`src/rtl/core/rrq_pkg.sv`:
```
// shared types, codes and reset values for the round-robin run queue
package rrq_pkg;

  // default sizes
  localparam int DEF_QUEUE_DEPTH = 16;
  localparam int DEF_TASK_BITS   = 8;

  // command codes
  localparam logic [2:0] CMD_ENQUEUE  = 3'd0;
  localparam logic [2:0] CMD_DEQUEUE  = 3'd1;
  localparam logic [2:0] CMD_PICK     = 3'd2;
  localparam logic [2:0] CMD_PUT_BACK = 3'd3;
  localparam logic [2:0] CMD_TICK     = 3'd4;

  // status codes
  localparam logic [1:0] STAT_OK   = 2'd0;
  localparam logic [1:0] STAT_FULL = 2'd1;
  localparam logic [1:0] STAT_MISS = 2'd2;

  // register indexes
  localparam logic [1:0] REG_SLICE_TICKS      = 2'd0;
  localparam logic [1:0] REG_REBALANCE_PERIOD = 2'd1;
  localparam logic [1:0] REG_FIRST_REBALANCE  = 2'd2;

  // register reset values
  localparam logic [15:0] SLICE_TICKS_RST      = 16'd10;
  localparam logic [15:0] REBALANCE_PERIOD_RST = 16'd50;
  localparam logic [15:0] FIRST_REBALANCE_RST  = 16'd50;

  // request and result payloads
  typedef struct packed {
    logic [2:0] command;
    logic [7:0] task_id;
  } rrq_req_t;

  typedef struct packed {
    logic [7:0] picked_task;
    logic       picked_valid;
    logic       do_resched;
    logic       need_balance;
    logic [4:0] queued_count;
    logic [1:0] status;
  } rrq_rsp_t;

  // per-cycle operation on the slot chain
  typedef struct packed {
    logic shift;
    logic load;
  } rrq_cell_op_t;

  // controller states
  typedef enum logic [2:0] {
    ST_IDLE,
    ST_SCAN,
    ST_APPEND,
    ST_HEAD,
    ST_DONE
  } rrq_state_t;

endpackage

```
`src/rtl/core/rrq_cell.sv`:
```
// one queue slot: loads a new task or takes its right neighbor's task
module rrq_cell import rrq_pkg::*; #(
  parameter int TASK_BITS = DEF_TASK_BITS
) (
  input  logic                 clk,
  input  rrq_cell_op_t         op,
  input  logic [TASK_BITS-1:0] next_slot,
  input  logic [TASK_BITS-1:0] load_data,
  output logic [TASK_BITS-1:0] slot
);

  // load wins over the shift toward the head
  always_ff @(posedge clk) begin
    if (op.load) begin
      slot <= load_data;
    end else if (op.shift) begin
      slot <= next_slot;
    end
  end

endmodule

```
`src/rtl/core/rrq_chain.sv`:
```
// row of queue slots, shifting toward the head with one indexed load
module rrq_chain import rrq_pkg::*; #(
  parameter int QUEUE_DEPTH = DEF_QUEUE_DEPTH,
  parameter int TASK_BITS   = DEF_TASK_BITS,
  localparam int POS_BITS   = $clog2(QUEUE_DEPTH)
) (
  input  logic                 clk,
  input  rrq_cell_op_t         op,
  input  logic [POS_BITS-1:0]  load_pos,
  input  logic [TASK_BITS-1:0] load_data,
  output logic [TASK_BITS-1:0] head
);

  logic [TASK_BITS-1:0] slots [QUEUE_DEPTH];

  genvar i;
  generate
    for (i = 0; i < QUEUE_DEPTH; i++) begin : g_cell
      rrq_cell_op_t         cell_op;
      logic [TASK_BITS-1:0] right;

      // each cell decodes its own position
      assign cell_op.shift = op.shift;
      assign cell_op.load  = op.load && (load_pos == POS_BITS'(i));

      // last cell keeps its task on a shift
      if (i == QUEUE_DEPTH - 1) begin : g_last
        assign right = slots[i];
      end else begin : g_mid
        assign right = slots[i+1];
      end

      rrq_cell #(
        .TASK_BITS (TASK_BITS)
      ) u_cell (
        .clk       (clk),
        .op        (cell_op),
        .next_slot (right),
        .load_data (load_data),
        .slot      (slots[i])
      );
    end
  endgenerate

  assign head = slots[0];

endmodule

```
`src/rtl/core/round_robin_run_queue.sv`:
```
// round-robin run queue top level: controller, counters and slot chain
//
// Usage: a request (command, task_id) enters on req when req_valid is high
// and req_stall is low. Exactly one result per request leaves on rsp, held
// in an output register until rsp_valid is high with rsp_stall low. A new
// request is taken while an earlier result still waits in that register.
// Registers are written on the cfg port (cfg_ready is always high); the
// user must write them only while the block is idle, which the block does
// not enforce; index 0 slice_ticks, 1 rebalance_period, 2 first_rebalance.
// Enqueue, tick and unknown commands go from idle straight to the final
// state, which loads the output register; a pick of the head first passes
// the head state. Dequeue and put back rotate the whole queue through the
// slot chain, one slot per cycle, and put back moves the found task to the
// tail. A pick after an expired slice adds that same rotation. The next
// request is taken in the idle state that follows the loading of the result;
// the chain shift paces the searching commands. Reset empties the queue,
// clears the running task and loads the slice and rebalance counters from
// the register reset values. A stalled receiver holds the result; the next
// request then waits in its final state.
module round_robin_run_queue import rrq_pkg::*; #(
  parameter int QUEUE_DEPTH = DEF_QUEUE_DEPTH,
  parameter int TASK_BITS   = DEF_TASK_BITS
) (
  input  logic        clk,
  input  logic        rst,
  input  logic        req_valid,
  output logic        req_stall,
  input  rrq_req_t    req,
  output logic        rsp_valid,
  input  logic        rsp_stall,
  output rrq_rsp_t    rsp,
  input  logic        cfg_valid,
  output logic        cfg_ready,
  input  logic [1:0]  cfg_index,
  input  logic [15:0] cfg_data
);

  localparam int POS_BITS = $clog2(QUEUE_DEPTH);
  localparam int LEN_BITS = $clog2(QUEUE_DEPTH + 1);

  // control state
  rrq_state_t           state, state_next;
  logic [LEN_BITS-1:0]  len, len_next;
  logic [TASK_BITS-1:0] running_task, running_task_next;
  logic                 running_valid, running_valid_next;
  logic [15:0]          slice_left, slice_left_next;
  logic                 slice_expired, slice_expired_next;
  logic [15:0]          rebalance_left, rebalance_left_next;
  logic                 balance_flag, balance_flag_next;
  logic [15:0]          slice_ticks, rebalance_period, first_rebalance;

  // per-request working registers
  logic [2:0]           cmd, cmd_next;
  logic [TASK_BITS-1:0] key, key_next;
  logic [LEN_BITS-1:0]  scan_cnt, scan_cnt_next;
  logic                 found, found_next;
  logic [1:0]           status, status_next;
  logic                 resched, resched_next;
  logic                 seen_balance, seen_balance_next;

  // chain interface
  rrq_cell_op_t         chain_op;
  logic [POS_BITS-1:0]  load_pos;
  logic [TASK_BITS-1:0] load_data;
  logic [TASK_BITS-1:0] head;

  logic [TASK_BITS-1:0] req_task;
  logic [15:0]          reb_dec;
  logic                 hit;
  logic                 found_final;
  logic                 rsp_load;

  assign req_stall = (state != ST_IDLE);
  assign cfg_ready = 1'b1;
  assign req_task  = TASK_BITS'(req.task_id);
  assign reb_dec   = rebalance_left - 16'd1;
  assign hit       = !found && (head == key);
  assign found_final = found || hit;
  assign rsp_load  = (state == ST_DONE) && (!rsp_valid || !rsp_stall);

  rrq_chain #(
    .QUEUE_DEPTH (QUEUE_DEPTH),
    .TASK_BITS   (TASK_BITS)
  ) u_chain (
    .clk       (clk),
    .op        (chain_op),
    .load_pos  (load_pos),
    .load_data (load_data),
    .head      (head)
  );

  // next state and chain control
  always_comb begin
    state_next          = state;
    len_next            = len;
    running_task_next   = running_task;
    running_valid_next  = running_valid;
    slice_left_next     = slice_left;
    slice_expired_next  = slice_expired;
    rebalance_left_next = rebalance_left;
    balance_flag_next   = balance_flag;
    cmd_next            = cmd;
    key_next            = key;
    scan_cnt_next       = scan_cnt;
    found_next          = found;
    status_next         = status;
    resched_next        = resched;
    seen_balance_next   = seen_balance;
    chain_op            = '0;
    load_pos            = '0;
    load_data           = key;

    unique case (state)
      ST_IDLE: begin
        if (req_valid) begin
          cmd_next          = req.command;
          key_next          = req_task;
          status_next       = STAT_OK;
          resched_next      = 1'b0;
          seen_balance_next = balance_flag;
          state_next        = ST_DONE;
          unique case (req.command) inside
            CMD_ENQUEUE: begin
              if (len == LEN_BITS'(QUEUE_DEPTH)) begin
                status_next = STAT_FULL;
              end else begin
                chain_op.load = 1'b1;
                load_pos      = POS_BITS'(len);
                load_data     = req_task;
                len_next      = len + LEN_BITS'(1);
                // re-enqueue of the running task restarts its slice
                if (running_valid && running_task == req_task) begin
                  slice_left_next    = slice_ticks;
                  slice_expired_next = 1'b0;
                end
              end
            end
            CMD_DEQUEUE, CMD_PUT_BACK: begin
              if (len == '0) begin
                status_next = STAT_MISS;
              end else begin
                scan_cnt_next = len;
                found_next    = 1'b0;
                state_next    = ST_SCAN;
              end
            end
            CMD_PICK: begin
              // a pick reports the balance flag; if set, restarts the period
              if (balance_flag) begin
                balance_flag_next   = 1'b0;
                rebalance_left_next = rebalance_period;
              end
              if (len == '0) begin
                running_valid_next = 1'b0;
                status_next        = STAT_MISS;
              end else if (running_valid && slice_expired) begin
                key_next      = running_task;
                scan_cnt_next = len;
                found_next    = 1'b0;
                state_next    = ST_SCAN;
              end else begin
                state_next = ST_HEAD;
              end
            end
            CMD_TICK: begin
              if (running_valid) begin
                // rebalance countdown
                if (reb_dec == '0) begin
                  rebalance_left_next = rebalance_period;
                  balance_flag_next   = 1'b1;
                  resched_next        = 1'b1;
                end else begin
                  rebalance_left_next = reb_dec;
                end
                // slice countdown, reload once spent
                if (!slice_expired && slice_left != '0) begin
                  slice_left_next = slice_left - 16'd1;
                end else begin
                  slice_left_next = slice_ticks;
                  if (len > LEN_BITS'(1)) begin
                    resched_next       = 1'b1;
                    slice_expired_next = 1'b1;
                  end
                end
              end
              seen_balance_next = balance_flag_next;
            end
            default: begin
              status_next = STAT_MISS;
            end
          endcase
        end
      end

      // rotate one slot per cycle, dropping the first match
      ST_SCAN: begin
        chain_op.shift = 1'b1;
        if (hit) begin
          found_next = 1'b1;
          len_next   = len - LEN_BITS'(1);
        end else begin
          chain_op.load = 1'b1;
          load_pos      = POS_BITS'(len - LEN_BITS'(1));
          load_data     = head;
        end
        scan_cnt_next = scan_cnt - LEN_BITS'(1);
        if (scan_cnt == LEN_BITS'(1)) begin
          unique case (cmd) inside
            CMD_DEQUEUE: begin
              if (!found_final) begin
                status_next = STAT_MISS;
              end
              state_next = ST_DONE;
            end
            CMD_PUT_BACK: begin
              if (found_final) begin
                state_next = ST_APPEND;
              end else begin
                status_next = STAT_MISS;
                state_next  = ST_DONE;
              end
            end
            default: begin
              state_next = found_final ? ST_APPEND : ST_HEAD;
            end
          endcase
        end
      end

      // matched task goes back in at the tail
      ST_APPEND: begin
        chain_op.load = 1'b1;
        load_pos      = POS_BITS'(len);
        load_data     = key;
        len_next      = len + LEN_BITS'(1);
        state_next    = (cmd == CMD_PICK) ? ST_HEAD : ST_DONE;
      end

      // head task becomes current with a fresh slice
      ST_HEAD: begin
        running_task_next  = head;
        running_valid_next = 1'b1;
        slice_left_next    = slice_ticks;
        slice_expired_next = 1'b0;
        state_next         = ST_DONE;
      end

      ST_DONE: begin
        if (rsp_load) begin
          state_next = ST_IDLE;
        end
      end

      default: begin
        state_next = ST_IDLE;
      end
    endcase
  end

  // control registers and configuration
  always_ff @(posedge clk) begin
    if (rst) begin
      state            <= ST_IDLE;
      len              <= '0;
      running_task     <= '0;
      running_valid    <= 1'b0;
      slice_left       <= SLICE_TICKS_RST;
      slice_expired    <= 1'b0;
      rebalance_left   <= FIRST_REBALANCE_RST;
      balance_flag     <= 1'b0;
      slice_ticks      <= SLICE_TICKS_RST;
      rebalance_period <= REBALANCE_PERIOD_RST;
      first_rebalance  <= FIRST_REBALANCE_RST;
      rsp_valid        <= 1'b0;
    end else begin
      state          <= state_next;
      len            <= len_next;
      running_task   <= running_task_next;
      running_valid  <= running_valid_next;
      slice_left     <= slice_left_next;
      slice_expired  <= slice_expired_next;
      rebalance_left <= rebalance_left_next;
      balance_flag   <= balance_flag_next;
      if (cfg_valid) begin
        unique case (cfg_index)
          REG_SLICE_TICKS:      slice_ticks      <= cfg_data;
          REG_REBALANCE_PERIOD: rebalance_period <= cfg_data;
          REG_FIRST_REBALANCE:  first_rebalance  <= cfg_data;
          default: ;
        endcase
      end
      if (rsp_load) begin
        rsp_valid <= 1'b1;
      end else if (!rsp_stall) begin
        rsp_valid <= 1'b0;
      end
    end
  end

  // working registers and output register
  always_ff @(posedge clk) begin
    cmd          <= cmd_next;
    key          <= key_next;
    scan_cnt     <= scan_cnt_next;
    found        <= found_next;
    status       <= status_next;
    resched      <= resched_next;
    seen_balance <= seen_balance_next;
    if (rsp_load) begin
      rsp.picked_task  <= running_valid ? 8'(running_task) : 8'd0;
      rsp.picked_valid <= running_valid;
      rsp.do_resched   <= resched;
      rsp.need_balance <= seen_balance;
      rsp.queued_count <= 5'(len);
      rsp.status       <= status;
    end
  end

`ifndef SYNTHESIS
  // queue never holds more than its depth
  a_len_bound: assert property (@(posedge clk) disable iff (rst)
    len <= LEN_BITS'(QUEUE_DEPTH))
    else $error("queue length beyond depth");

  // an accepted request always leaves idle
  a_req_leaves_idle: assert property (@(posedge clk) disable iff (rst)
    (req_valid && !req_stall) |=> (state != ST_IDLE))
    else $error("request accepted without work");

  // a new result only follows the final state
  a_rsp_from_done: assert property (@(posedge clk) disable iff (rst)
    $rose(rsp_valid) |-> $past(state == ST_DONE))
    else $error("result without a finished request");

  // rotation never grows the queue
  a_scan_no_growth: assert property (@(posedge clk) disable iff (rst)
    (state == ST_SCAN) |=> (len <= $past(len)))
    else $error("queue grew during rotation");
`endif

endmodule
```
`config.mk`:
```
export PLATFORM = sky130hd
export DESIGN_NAME = round_robin_run_queue
export DESIGN_NICKNAME = d
export VERILOG_FILES = /design/src/rtl/core/rrq_pkg.sv /design/src/rtl/core/rrq_cell.sv /design/src/rtl/core/rrq_chain.sv /design/src/rtl/core/round_robin_run_queue.sv
export SDC_FILE = /design/constraint.sdc
export NUM_CORES = 1
export LEC_CHECK = 0
export ABC_AREA = 1
export BUFFER_PORTS_ARGS = -buffer_cell sky130_fd_sc_hd__buf_2
export CAP_MARGIN = 20
export CORE_ASPECT_RATIO = 0.5
export CORE_MARGIN = 8
export CORE_UTILIZATION = 30
export DETAILED_ROUTE_END_ITERATION = 10
export HOLD_SLACK_MARGIN = 0.08
export PLACE_DENSITY = 0.49
export SYNTH_ARGS = -nofsm -noshare
export SYNTH_HDL_FRONTEND = slang
export SYNTH_SLANG_ARGS = --single-unit
```
`constraint.sdc`:
```
create_clock -name clk -period 8 [get_ports clk]
set_clock_uncertainty 0.2 [all_clocks]
set_input_delay 0.8 -clock clk [delete_from_list [all_inputs] [get_ports clk]]
set_output_delay 0.8 -clock clk [all_outputs]
set_load 0.01 [all_outputs]
```
Word-level counts from Yosys, hierarchy flattened
Cells that the tools add are included.

storage, ports and cells
  register bits after elaboration = 251
  word-level logic and storage cells = 290

cells by class
  muxes and demuxes = 119
  reductions and logical operators = 71
  equal/unequal tests = 54
  add/subtract/negate cells = 5
  magnitude comparators = 1

operators by type and width
  cell                                                                  count
  8-bit two-way mux                                                     37
  16-bit two-way mux                                                    8
  16-bit one-hot mux with 2 select lines                                3
  5-bit two-way mux                                                     8
  2-bit nonzero test                                                    18
  4-bit == test, second input constant                                  8
  16-bit by 1-bit subtractor with 16-bit output, second input constant  2
  1-bit two-way mux                                                     29
  3-bit inequality test, second input constant                          9
  2-bit inequality test, second input constant                          12
  1-bit logical AND                                                     21
  3-bit two-way mux                                                     7
  5-bit one-hot mux with 2 select lines                                 2
  3-bit by 2-bit == test with 1-bit output, second input constant       6
  4-bit by 3-bit == test with 1-bit output, second input constant       4
  8-bit == test                                                         2
  16-bit zero test                                                      1
  4-bit two-way mux                                                     4
  8-bit one-hot mux with 2 select lines                                 1
  16-bit nonzero test                                                   1
  3-bit one-hot mux with 5 select lines                                 1
  5-bit one-hot mux with 3 select lines                                 1
  5-bit AND reduction                                                   3
  2-bit two-way mux                                                     6
  other kinds (33)                                                      56

Depth between registers and ports, before layout
Gate-level depths: netlist of the first run.

  depth after elaboration = 8
  depth in mapped cells = 17
  mapped depth without buffers = 17

By module
Synthesis of the first run repeated with hierarchy kept, for this count alone.

unflattened totals
  cell total of the unflattened synthesis = 1509
  area total of the unflattened synthesis = 12514.5 um^2

by module, submodules not included
  module                 times used  sequential area each (um^2)  cells each  area an instance (um^2)
  round_robin_run_queue  1           2852.7                       917         6762.7
  rrq_cell               16          240.2                        35          351.6
  rrq_chain              1           0.0                          32          126.4

Worst setup path before layout of the first run
Ideal clock, no wire load.

  path kind = input port to flip-flop
  start point = in req[8] (netlist name)
  end point = reg u_chain.g_cell[15].u_cell.slot[0], enable pin
  buffers on the path = 0
  stages on the path = 9
  arrival = 2.382 ns
  setup slack = 5.048 ns
  required time = 7.430 ns
  cells stage by stage = nor2_1 -> nand2_1 -> nor2_2 -> nand2_2 -> o21ai_2 -> o21ai_1 -> a21oi_2 -> nand2_1 -> nor2_1

RTL lines
  item                  line                         text
  from (decl)           round_robin_run_queue.sv:28  input rrq_req_t req,
  to (signal assigned)  rrq_cell.sv:15               slot <= load_data;
  to (signal assigned)  rrq_cell.sv:17               slot <= next_slot;
  to (decl)             rrq_cell.sv:9                output logic [TASK_BITS-1:0] slot

Worst setup path after layout of the first run
  start point = reg state[2]
  end point = reg u_chain.g_cell[8].u_cell.slot[2], enable pin

on the way
  longest elaborated chain between the ends = 5
  elaborated cells between the ends (all ways) = 9
  those cells by class = 3 x eq/ne; 3 x mux; 3 x reduce/logical

ends and longest elaborated chain
  item                                                                    line                          text
  from (decl)                                                             round_robin_run_queue.sv:42   rrq_state_t state, state_next;
  from (signal assigned)                                                  round_robin_run_queue.sv:276  state <= state_next;
  3-bit by 2-bit == test with 1-bit output, or another cell as far along  round_robin_run_queue.sv:113  unique case (state)
  4-bit one-hot mux with 3 select lines                                   round_robin_run_queue.sv:113
  4-bit == test                                                           rrq_chain.sv:24               assign cell_op.load = op.load && (load_pos == POS_BITS'(i));
  1-bit logical AND                                                       rrq_chain.sv:24
  2-bit nonzero test (no line) (*)                                        n/a
  to (signal assigned)                                                    rrq_cell.sv:15
  to (signal assigned)                                                    rrq_cell.sv:17
  to (decl)                                                               rrq_cell.sv:9

Every way passes the cells marked *; elsewhere a longest branch is shown, timed or not.
A chain may end at the register's enable or synchronous reset.

==> results_dict.tcl, run 1 <==
set metrics [dict create \
    drc 0 \
    tightestPinTransition_ps 1060 \
    min_from "resched" \
    synth_top_area_share 0.412 \
    wl_met2_um 14100 \
    ys_seq_area_frac 0.550 \
    chipHeight_um 158 \
    detail_route.wl_per_cell_um 14.8 \
    clk_path_buf_depth 3 \
    m1WireLength_um 14700 \
    met3RoutedLength_um 1000 \
    topRoutingLayerUsed "met4" \
    finalSetupViolations 0 \
    synthDistinctLibCells 40 \
    reg2reg_slack_ps 4060 \
    grt_max_degree 55 \
    rsz0062_at_grt "no" \
    mostFrequentLayoutCells "nand2_1, edfxtp_1, nor2_1" \
    power_uw 4590 \
    synth-async-reset-ratio 0 \
    crit_cells 8 \
    path_buf_inv 2 \
    avgSynthCellArea_um2 8.25 \
    worstSetupStartpointType "flip-flop" \
    rows 52 \
    drtIter0Drc 494 \
    hold_path_class "reg2reg" \
    viasPerCell 4.60 \
    drive_gt1_frac 0.0990 \
    num_vias 9555 \
    numPortBuffers 53 \
    status "complete, no violations" \
    irDropWorstVdd_v 0.000149 \
    overflow 0 \
    initial_core_util 0.303 \
    grt_pass1_vias 9303 \
    maxSlewHeadroom 0.291 \
    dp_hpwl_um 21100 \
    min_to "rsp[8]" \
    worst_path_most_repeated_cell "nand2_1" \
    r2r_start "state[2]" \
    instances_no_fill 2075 \
    drv_slew 0 \
    synth_area_leaders "edfxtp_1, nand2_1, dfxtp_1" \
    crit_type "reg2reg" \
    cts_tree "built" \
    required_ps 8000 \
    syn-num-nets 1519 \
    ys_seq_elements 251 \
    hold_buffers 0 \
    grt_pass1_wl_um 50000 \
    holdPathStages 0 \
    reg2reg_to "u_chain.g_cell[8].u_cell.slot[2]" \
    postCtsSetupBuffers 0 \
    endpoint_kind "flip-flop" \
    htree_levels 1 \
    insertion_delay_ps 550 \
    critPathMaxStageDelay_ps 810 \
    critical-path-top-delay-family "simple AND/OR/NAND/NOR gates" \
    powerDensity_nw_per_um2 329 \
    syn_inst 1475 \
    gp_congestion 0.787 \
    die_area_um2 47700 \
    finalSetupTns_ps 0 \
    cts_inserted_buffers 26 \
    coreArea_um2 40200 \
    clk_pin_slew_ps 70 \
    layout_commonest_cell "nand2_1" \
    wl_um 30600 \
    maxCapViolations 0 \
    path_cells "inv_2 > nand3_2 > inv_2 > nand2_1 > a21oi_2 > nor2_1 > nand2_1 > nand2_1" \
    cp_data_arrival_time_ps 3940 \
    finalCritPeriodShare 0.492 \
    syn-cell-area_um2 12200 \
    ys.flop_type "edfxtp_1" \
    antenna_left 0 \
    num-nets-final 1560 \
    io_pins 55 \
    post-place-cells 2028 \
    synth_edf_count 167 \
    cp_max_fo 36 \
    leakagePower_uw 0.00583 \
    yosys_warnings 0 \
    antenna_cells 0 \
    syn_to_final_growth_pct 14.7 \
    finalHoldViolations 0 \
    whs_ps 229 \
    reg2reg_depth 8 \
    root_buffer "clkbuf_16" \
    synth_top_cell_by_area "edfxtp_1" \
    cts_resized 0 \
    cts_sinks 251 \
    antenna_found_initial 0 \
    crit_path_top_delay_cell "nor2_1" \
    dr.pass1.iters 5 \
    die_width_um 301 \
    max_freq_mhz 254 \
    min_period_ps 3940 \
    grt.total_usage 0.129 \
]
-- area by class of cell --
| class | count | area, um^2 |
|---|---|---|
| repair buffers | 64 | 348 |
| multi-input cells | 1060 | 4830 |
| flip-flops and latches | 251 | 6700 |
| clock inverters | 15 | 203 |
| clock buffers | 32 | 790 |
| fillers | 4223 | 26200 |
| well taps | 540 | 676 |
| inverters | 113 | 424 |
-- worst max-delay path by stage --
stage | startpoint | endpoint
3_5_place_dp | req[8] | slice_left[11]
6_report | state[2] | u_chain.g_cell[8].u_cell.slot[2]
2_1_floorplan | req[8] | u_chain.g_cell[15].u_cell.slot[0]
5_1_grt | state[2] | u_chain.g_cell[8].u_cell.slot[2]
3_3_place_gp | req[8] | slice_left[11]
4_1_cts | state[2] | u_chain.g_cell[8].u_cell.slot[2]
-- kinds of logic (layout without fill, tap and decap cells) --
family	after synthesis	count (layout)	synth area share
simple gates	824	824	0.277
flops	251	251	0.550
compound gates	200	200	0.0905
buf+inv	164	224	0.0540
xor+xnor	25	25	0.0180
fa+ha+maj	10	10	0.0103
other cells	1	1	0.000308
-- state kept, by name (all words and copies together), names as in the netlist, 8 cells and up --
name                        cells
u_chain.g_cell.u_cell.slot    128
rsp                            18
rebalance_period               16
slice_ticks                    16
rebalance_left                 16
slice_left                     16
running_task                    8
key                             8
-- synthesized netlist by cell type (3+ instances only) --
| master | number |
|---|---|
| o211ai_1 | 19 |
| buf_2 | 15 |
| ha_1 | 10 |
| buf_1 | 4 |
| a21oi_1 | 65 |
| a31oi_1 | 3 |
| o21ai_2 | 4 |
| buf_4 | 6 |
| nand3_1 | 95 |
| nand3b_1 | 6 |
| o22ai_1 | 3 |
| nor2_4 | 4 |
| nand4_1 | 5 |
| xnor2_1 | 16 |
| clkinv_1 | 5 |
| nor2_2 | 11 |
| inv_1 | 101 |
| edfxtp_1 | 167 |
| nor3_1 | 14 |
| nand2_1 | 542 |
| dfxtp_1 | 84 |
| clkbuf_1 | 26 |
| o21ai_0 | 97 |
| inv_2 | 7 |
| xor2_1 | 9 |
| nor2_1 | 135 |
| nand2_2 | 7 |
-- through the flow --
stage | cell area (um^2) | util | worst slack [ps]
3_5_place_dp | 13000 | 0.323 | 4020
2_1_floorplan | 12200 | - | 5050
6_report | 14000 | 0.347 | 4060
3_3_place_gp | 13000 | 0.323 | 4080
5_1_grt | 14000 | 0.347 | 3590
4_1_cts | 14000 | 0.347 | 4040
-- power by group --
group | switching, uW | internal, uW | total [uW]
registers | 128 | 1810 | 1930
clock network | 538 | 861 | 1400
logic | 934 | 325 | 1260
-- per-layer routing --
metal  vias up  global-route usage
met2       116               0.220
met5         -                   0
met1      4447               0.169
li1       4936                   -
met3        56              0.0217
met4         0              0.0345
(Power assumes the default switching activity.)
==> inputs of run 2 (changes only) <==
--- a/config.mk
+++ b/config.mk
@@ -13,7 +13,7 @@
 export CORE_UTILIZATION = 30
 export DETAILED_ROUTE_END_ITERATION = 10
 export HOLD_SLACK_MARGIN = 0.08
-export PLACE_DENSITY = 0.49
+export PLACE_DENSITY = 0.5
 export SYNTH_ARGS = -nofsm -noshare
 export SYNTH_HDL_FRONTEND = slang
 export SYNTH_SLANG_ARGS = --single-unit
==> constraint.sdc (replaced) <==
create_clock -name clk -period 3.45 [get_ports clk]
set_clock_uncertainty 0.2 [all_clocks]
set_input_delay 0.345 -clock clk [delete_from_list [all_inputs] [get_ports clk]]
set_output_delay 0.345 -clock clk [all_outputs]
set_load 0.01 [all_outputs]
==> results_dict.tcl, run 2 (synthesized netlist as in run 1, its figures left out) <==
set metrics [dict create \
    status "complete, no violations" \
    finalHoldViolations 0 \
    viasPerCell 4.59 \
    postCtsSetupBuffers 0 \
    layout_commonest_cell "nand2_1" \
    instances_no_fill 2138 \
    post-place-cells 2054 \
    gp_congestion 0.828 \
    intPower_uw 6670 \
    antenna_left 0 \
    num_vias 9818 \
    clk_pin_slew_ps 60 \
    initial_core_util 0.303 \
    finalSetupTns_ps 0 \
    chipHeight_um 158 \
    whs_ps 132 \
    root_buffer "clkbuf_16" \
    detail_route.wl_per_cell_um 14.6 \
    wl_um 31100 \
    finalCritPeriodShare 0.942 \
    min_period_ps 3250 \
    rsz0062_at_grt "no" \
    cts_resized 0 \
    coreArea_um2 40200 \
    htree_levels 1 \
    grt.total_usage 0.133 \
    antenna_found_initial 0 \
    io_pins 55 \
    drive_gt1_frac 0.106 \
    gr-usage-met1 0.171 \
    maxSlewHeadroom 0.518 \
    hold_path_class "in2reg" \
    cts_inserted_buffers 26 \
    clk_path_buf_depth 3 \
    numPortBuffers 53 \
    mostFrequentLayoutCells "nand2_1, edfxtp_1, nor2_1" \
    regMostFlops "u_chain.g_cell.u_cell.slot" \
    met2_usage 0.233 \
    p_switching_uw 3700 \
    cts_tree "built" \
    num-nets-final 1622 \
    leakagePower_uw 0.00601 \
    tightestPinTransition_ps 720 \
    endpoint_kind "flip-flop" \
    gr-usage-met3 0.0216 \
    rows 52 \
    drc 0 \
    grt_max_degree 53 \
    cts_sinks 251 \
    drv_slew 0 \
    die_width_um 301 \
    pwr-share-seq 0.432 \
    worstSetupStartpointType "flip-flop" \
    reg_top3 "u_chain.g_cell.u_cell.slot x128, rsp x18" \
    crit_type "reg2reg" \
    insertion_delay_ps 550 \
    drtIter0Drc 670 \
    overflow 0 \
    max_freq_mhz 308 \
    dr.pass1.iters 5 \
    grt_pass1_wl_um 51900 \
    switching_share 0.357 \
    die_area_um2 47700 \
    dp_hpwl_um 21600 \
    maxCapViolations 0 \
    powerDensity_nw_per_um2 722 \
    required_ps 3460 \
    finalSetupViolations 0 \
    grt_pass1_vias 9785 \
    cp_max_fo 9 \
    busiest_layer "met2" \
    pwr-share-comb 0.299 \
    irDropWorstVdd_v 0.000327 \
    clkPwrFrac 0.269 \
    antenna_cells 0 \
    largest_register_ffs 128 \
    syn_to_final_growth_pct 17.9 \
    cp_data_arrival_time_ps 3250 \
]
run 2: cell count changes in the layout (fill, tap and decap cells not counted), sizes merged:
cell and delta:
clkbuf +7, clkinvlp -1, bufinv -4, inv +1, buf +26, dlygate4sd3 +36, clkinv -2
run 2: path summary, 6_finish.rpt:
path,from,to,slack [ps],depth (start not counted)
hold / removal,cfg_index[0],rebalance_period[7],130,3
hold reg to reg,seen_balance,rsp[7],230,0
setup reg to reg,len[0],u_chain.g_cell[4].u_cell.slot[0],200,10
setup / recovery,len[0],u_chain.g_cell[4].u_cell.slot[0],200,10
run 2: final cells by class:
class	count	area [um^2]
fill	4209	25900
inverter	113	424
clock buffer	39	751
timing repair buffer	126	903
multi-input combinational	1060	4830
tap	540	676
clock inverter	9	75.1
sequential	251	6700
run 2: layer usage:
metal	up-vias	share of wire
met5	-	0
met4	0	0.016
met3	44	0.036
met2	162	0.48
met1	4573	0.47
li1	5039	-
run 2: timing repair:
item / in CTS / in global routing
endpoints found under the setup margin: 0 / 0
hold buffers: 36 / 0
endpoints found under the hold margin: 64 / 0
run 2: power groups by stage:
| stage | Sequential, uW | Clock, uW | Combinational [uW] |
|---|---|---|---|
| 2_1_floorplan | 4480 | 0 | 2020 |
| 3_3_place_gp | 4540 | 0 | 3100 |
| 4_1_cts | 4490 | 2860 | 3140 |
| 6_report | 4480 | 2780 | 3100 |
| 5_1_grt | 4560 | 2980 | 3500 |
| 3_5_place_dp | 4550 | 0 | 3100 |
run 2: stage by stage:
step	total power, uW	setup WS [ps]	util	instance area [um^2]
after floorplan	6500	742	-	12200
after global placement	7640	339	0.327	13200
after detailed placement	7650	239	0.327	13200
after CTS	10500	224	0.357	14400
after global routing	11000	5.92	0.357	14400
final	10400	202	0.357	14400
run 2: worst max-delay path, cell delays in order (launching register included):
cell and delay, ps:
dfxtp_1 370, clkinv_1 110, ha_1 180, nand3_1 210, nand2_2 220, o21ai_2 110
o21ai_1 240, a21oi_2 80, nor2_1 560, nand2_2 270, nand2_1 340
==> inputs of run 3 (changes only) <==
--- a/config.mk
+++ b/config.mk
@@ -6,14 +6,15 @@
 export NUM_CORES = 1
 export LEC_CHECK = 0
 export ABC_AREA = 1
-export BUFFER_PORTS_ARGS = -buffer_cell sky130_fd_sc_hd__buf_2
 export CAP_MARGIN = 20
 export CORE_ASPECT_RATIO = 0.5
 export CORE_MARGIN = 8
 export CORE_UTILIZATION = 30
 export DETAILED_ROUTE_END_ITERATION = 10
+export DONT_BUFFER_PORTS = 1
+export GPL_ROUTABILITY_DRIVEN = 0
 export HOLD_SLACK_MARGIN = 0.08
-export PLACE_DENSITY = 0.5
+export PLACE_DENSITY = 0.49
 export SYNTH_ARGS = -nofsm -noshare
 export SYNTH_HDL_FRONTEND = slang
 export SYNTH_SLANG_ARGS = --single-unit
==> constraint.sdc (replaced) <==
create_clock -name clk -period 2.9 [get_ports clk]
set_clock_uncertainty 0.2 [all_clocks]
set_input_delay 0.29 -clock clk [delete_from_list [all_inputs] [get_ports clk]]
set_output_delay 0.29 -clock clk [all_outputs]
set_load 0.01 [all_outputs]
==> results_dict.tcl, run 3 (synthesized netlist as in run 1, its figures left out) <==
set metrics [dict create \
    status "complete, no violations" \
    cts_tree "built" \
    cp_data_arrival_time_ps 2730 \
    endpoint_kind "flip-flop" \
    regMostFlops "u_chain.g_cell.u_cell.slot" \
    antenna_found_initial 0 \
    n_fill_cell 4165 \
    grt_pass1_wl_um 51200 \
    max_freq_mhz 367 \
    cts_inserted_buffers 26 \
    drc 0 \
    clk_path_buf_depth 3 \
    reg_top3 "u_chain.g_cell.u_cell.slot x128, rsp x18" \
    overflow 0 \
    pwr-share-comb 0.313 \
    drv_slew 0 \
    antenna_cells 0 \
    critPathMaxStageDelay_ps 390 \
    cp_max_fo 8 \
    num-nets-final 1600 \
    numPortBuffers 0 \
    root_buffer "clkbuf_16" \
    syn_to_final_growth_pct 19.0 \
    dp_hpwl_um 21700 \
    required_ps 2910 \
    post-place-cells 2031 \
    maxSlewHeadroom 0.328 \
    antenna_left 0 \
    crit_type "reg2reg" \
    crit_path_top_delay_cell "dfxtp_1" \
    clk_pin_slew_ps 70 \
    mostFrequentLayoutCells "nand2_1, edfxtp_1, nor2_1" \
    detail_route.wl_per_cell_um 14.7 \
    drive_gt1_frac 0.0959 \
    hold_path_class "in2reg" \
    coreArea_um2 40200 \
    path_cells "inv_1 > ha_1 > nand3_1 > nand2_2 > o21ai_2 > inv_2 > o21ai_4 > inv_2 > nor2_2 > nand2_1 > nand2_1" \
    p_switching_uw 4440 \
    layout_commonest_cell "nand2_1" \
    die_width_um 301 \
    viasPerCell 4.55 \
    place_ws_ps 160 \
    multiInputGateArea_um2 4840 \
    switching_share 0.350 \
    seqCellArea_um2 6700 \
    grt_pass1_vias 9478 \
    setup_slack_ps 177 \
    powerDensity_nw_per_um2 877 \
    leakagePower_uw 0.00599 \
    instances_no_fill 2115 \
    dr.pass1.iters 5 \
    num_vias 9633 \
    worstSetupStartpointType "flip-flop" \
    drtIter0Drc 599 \
    pwr-share-seq 0.424 \
    initial_core_util 0.303 \
    cts_sinks 251 \
    die_area_um2 47700 \
    finalCritPeriodShare 0.939 \
    reg2reg_slack_ps 180 \
    chipHeight_um 158 \
    finalSetupViolations 0 \
    insertion_delay_ps 540 \
    irDropWorstVdd_v 0.000397 \
    io_pins 55 \
    finalHoldViolations 0 \
    wl_um 31200 \
    tightestPinTransition_ps 1000 \
    rsz0062_at_grt "yes" \
    grt.total_usage 0.132 \
    intPower_uw 8260 \
    grt_max_degree 51 \
    min_period_ps 2720 \
    clkPwrFrac 0.262 \
    htree_levels 1 \
    maxCapViolations 0 \
    largest_register_ffs 128 \
    rows 52 \
]
-- run 3: layout make-up --
cell class,instances,share of cell area
timing repair buffer,104,0.0690
clock inverter,12,0.00761
multi-input combinational,1060,0.334
inverter,113,0.0298
sequential,251,0.463
clock buffer,35,0.0501
tap,540,0.0467
-- run 3: repair_timing --
item / CTS / global route
endpoints found under the hold margin: 102 / 0
setup endpoints to repair: 0 / 73
hold buffers: 37 / 0
buffers inserted: 0 / 0
gates resized for setup: 0 / 5
-- run 3: metal layers --
| layer | wire, um | global-route usage | share of wire |
|---|---|---|---|
| met1 | 14600 | 0.170 | 0.47 |
| met2 | 14700 | 0.229 | 0.47 |
| met3 | 1210 | 0.0240 | 0.039 |
| met4 | 691 | 0.0318 | 0.022 |
| met5 | 0 | 0 | 0 |
-- run 3: stage by stage --
stage | instance area [um^2] | hold WS, ps | utilization | power [uW] | TNS, ps
detailed placement | 13300 | 172 | 0.330 | 9410 | 0
floorplan | 12200 | 189 | - | 7730 | 0
finish | 14500 | 129 | 0.360 | 12700 | 0
global placement | 13300 | 170 | 0.330 | 9420 | 0
CTS | 14500 | 96.1 | 0.360 | 12900 | 0
global route | 14500 | 114 | 0.360 | 13500 | -1240
-- run 3: power groups by stage --
| stage | clock [uW] | sequential, uW | combinational, uW |
|---|---|---|---|
| 2_1_floorplan | 0 | 5330 | 2410 |
| 3_3_place_gp | 0 | 5470 | 3950 |
| 3_5_place_dp | 0 | 5470 | 3950 |
| 4_1_cts | 3440 | 5400 | 4030 |
| 5_1_grt | 3580 | 5470 | 4460 |
| 6_report | 3330 | 5390 | 3980 |
-- run 3: worst paths after layout --
kind,cells past startpoint,startpoint,endpoint
setup reg to reg,11,len[1],u_chain.g_cell[14].u_cell.slot[1]
setup / recovery,11,len[1],u_chain.g_cell[14].u_cell.slot[1]
hold reg to reg,0,status[1],rsp[1]
hold / removal,3,req[2],u_chain.g_cell[15].u_cell.slot[2]
-- run 3: critical path, delay by kind of cell, from the launching register on --
family	cells	cell delay (ps)
adders and majority gates	1	230
buffers and inverters	3	290
AOI/OAI and AO/OA	2	290
and+or+nand+nor	5	970
DFF	1	390
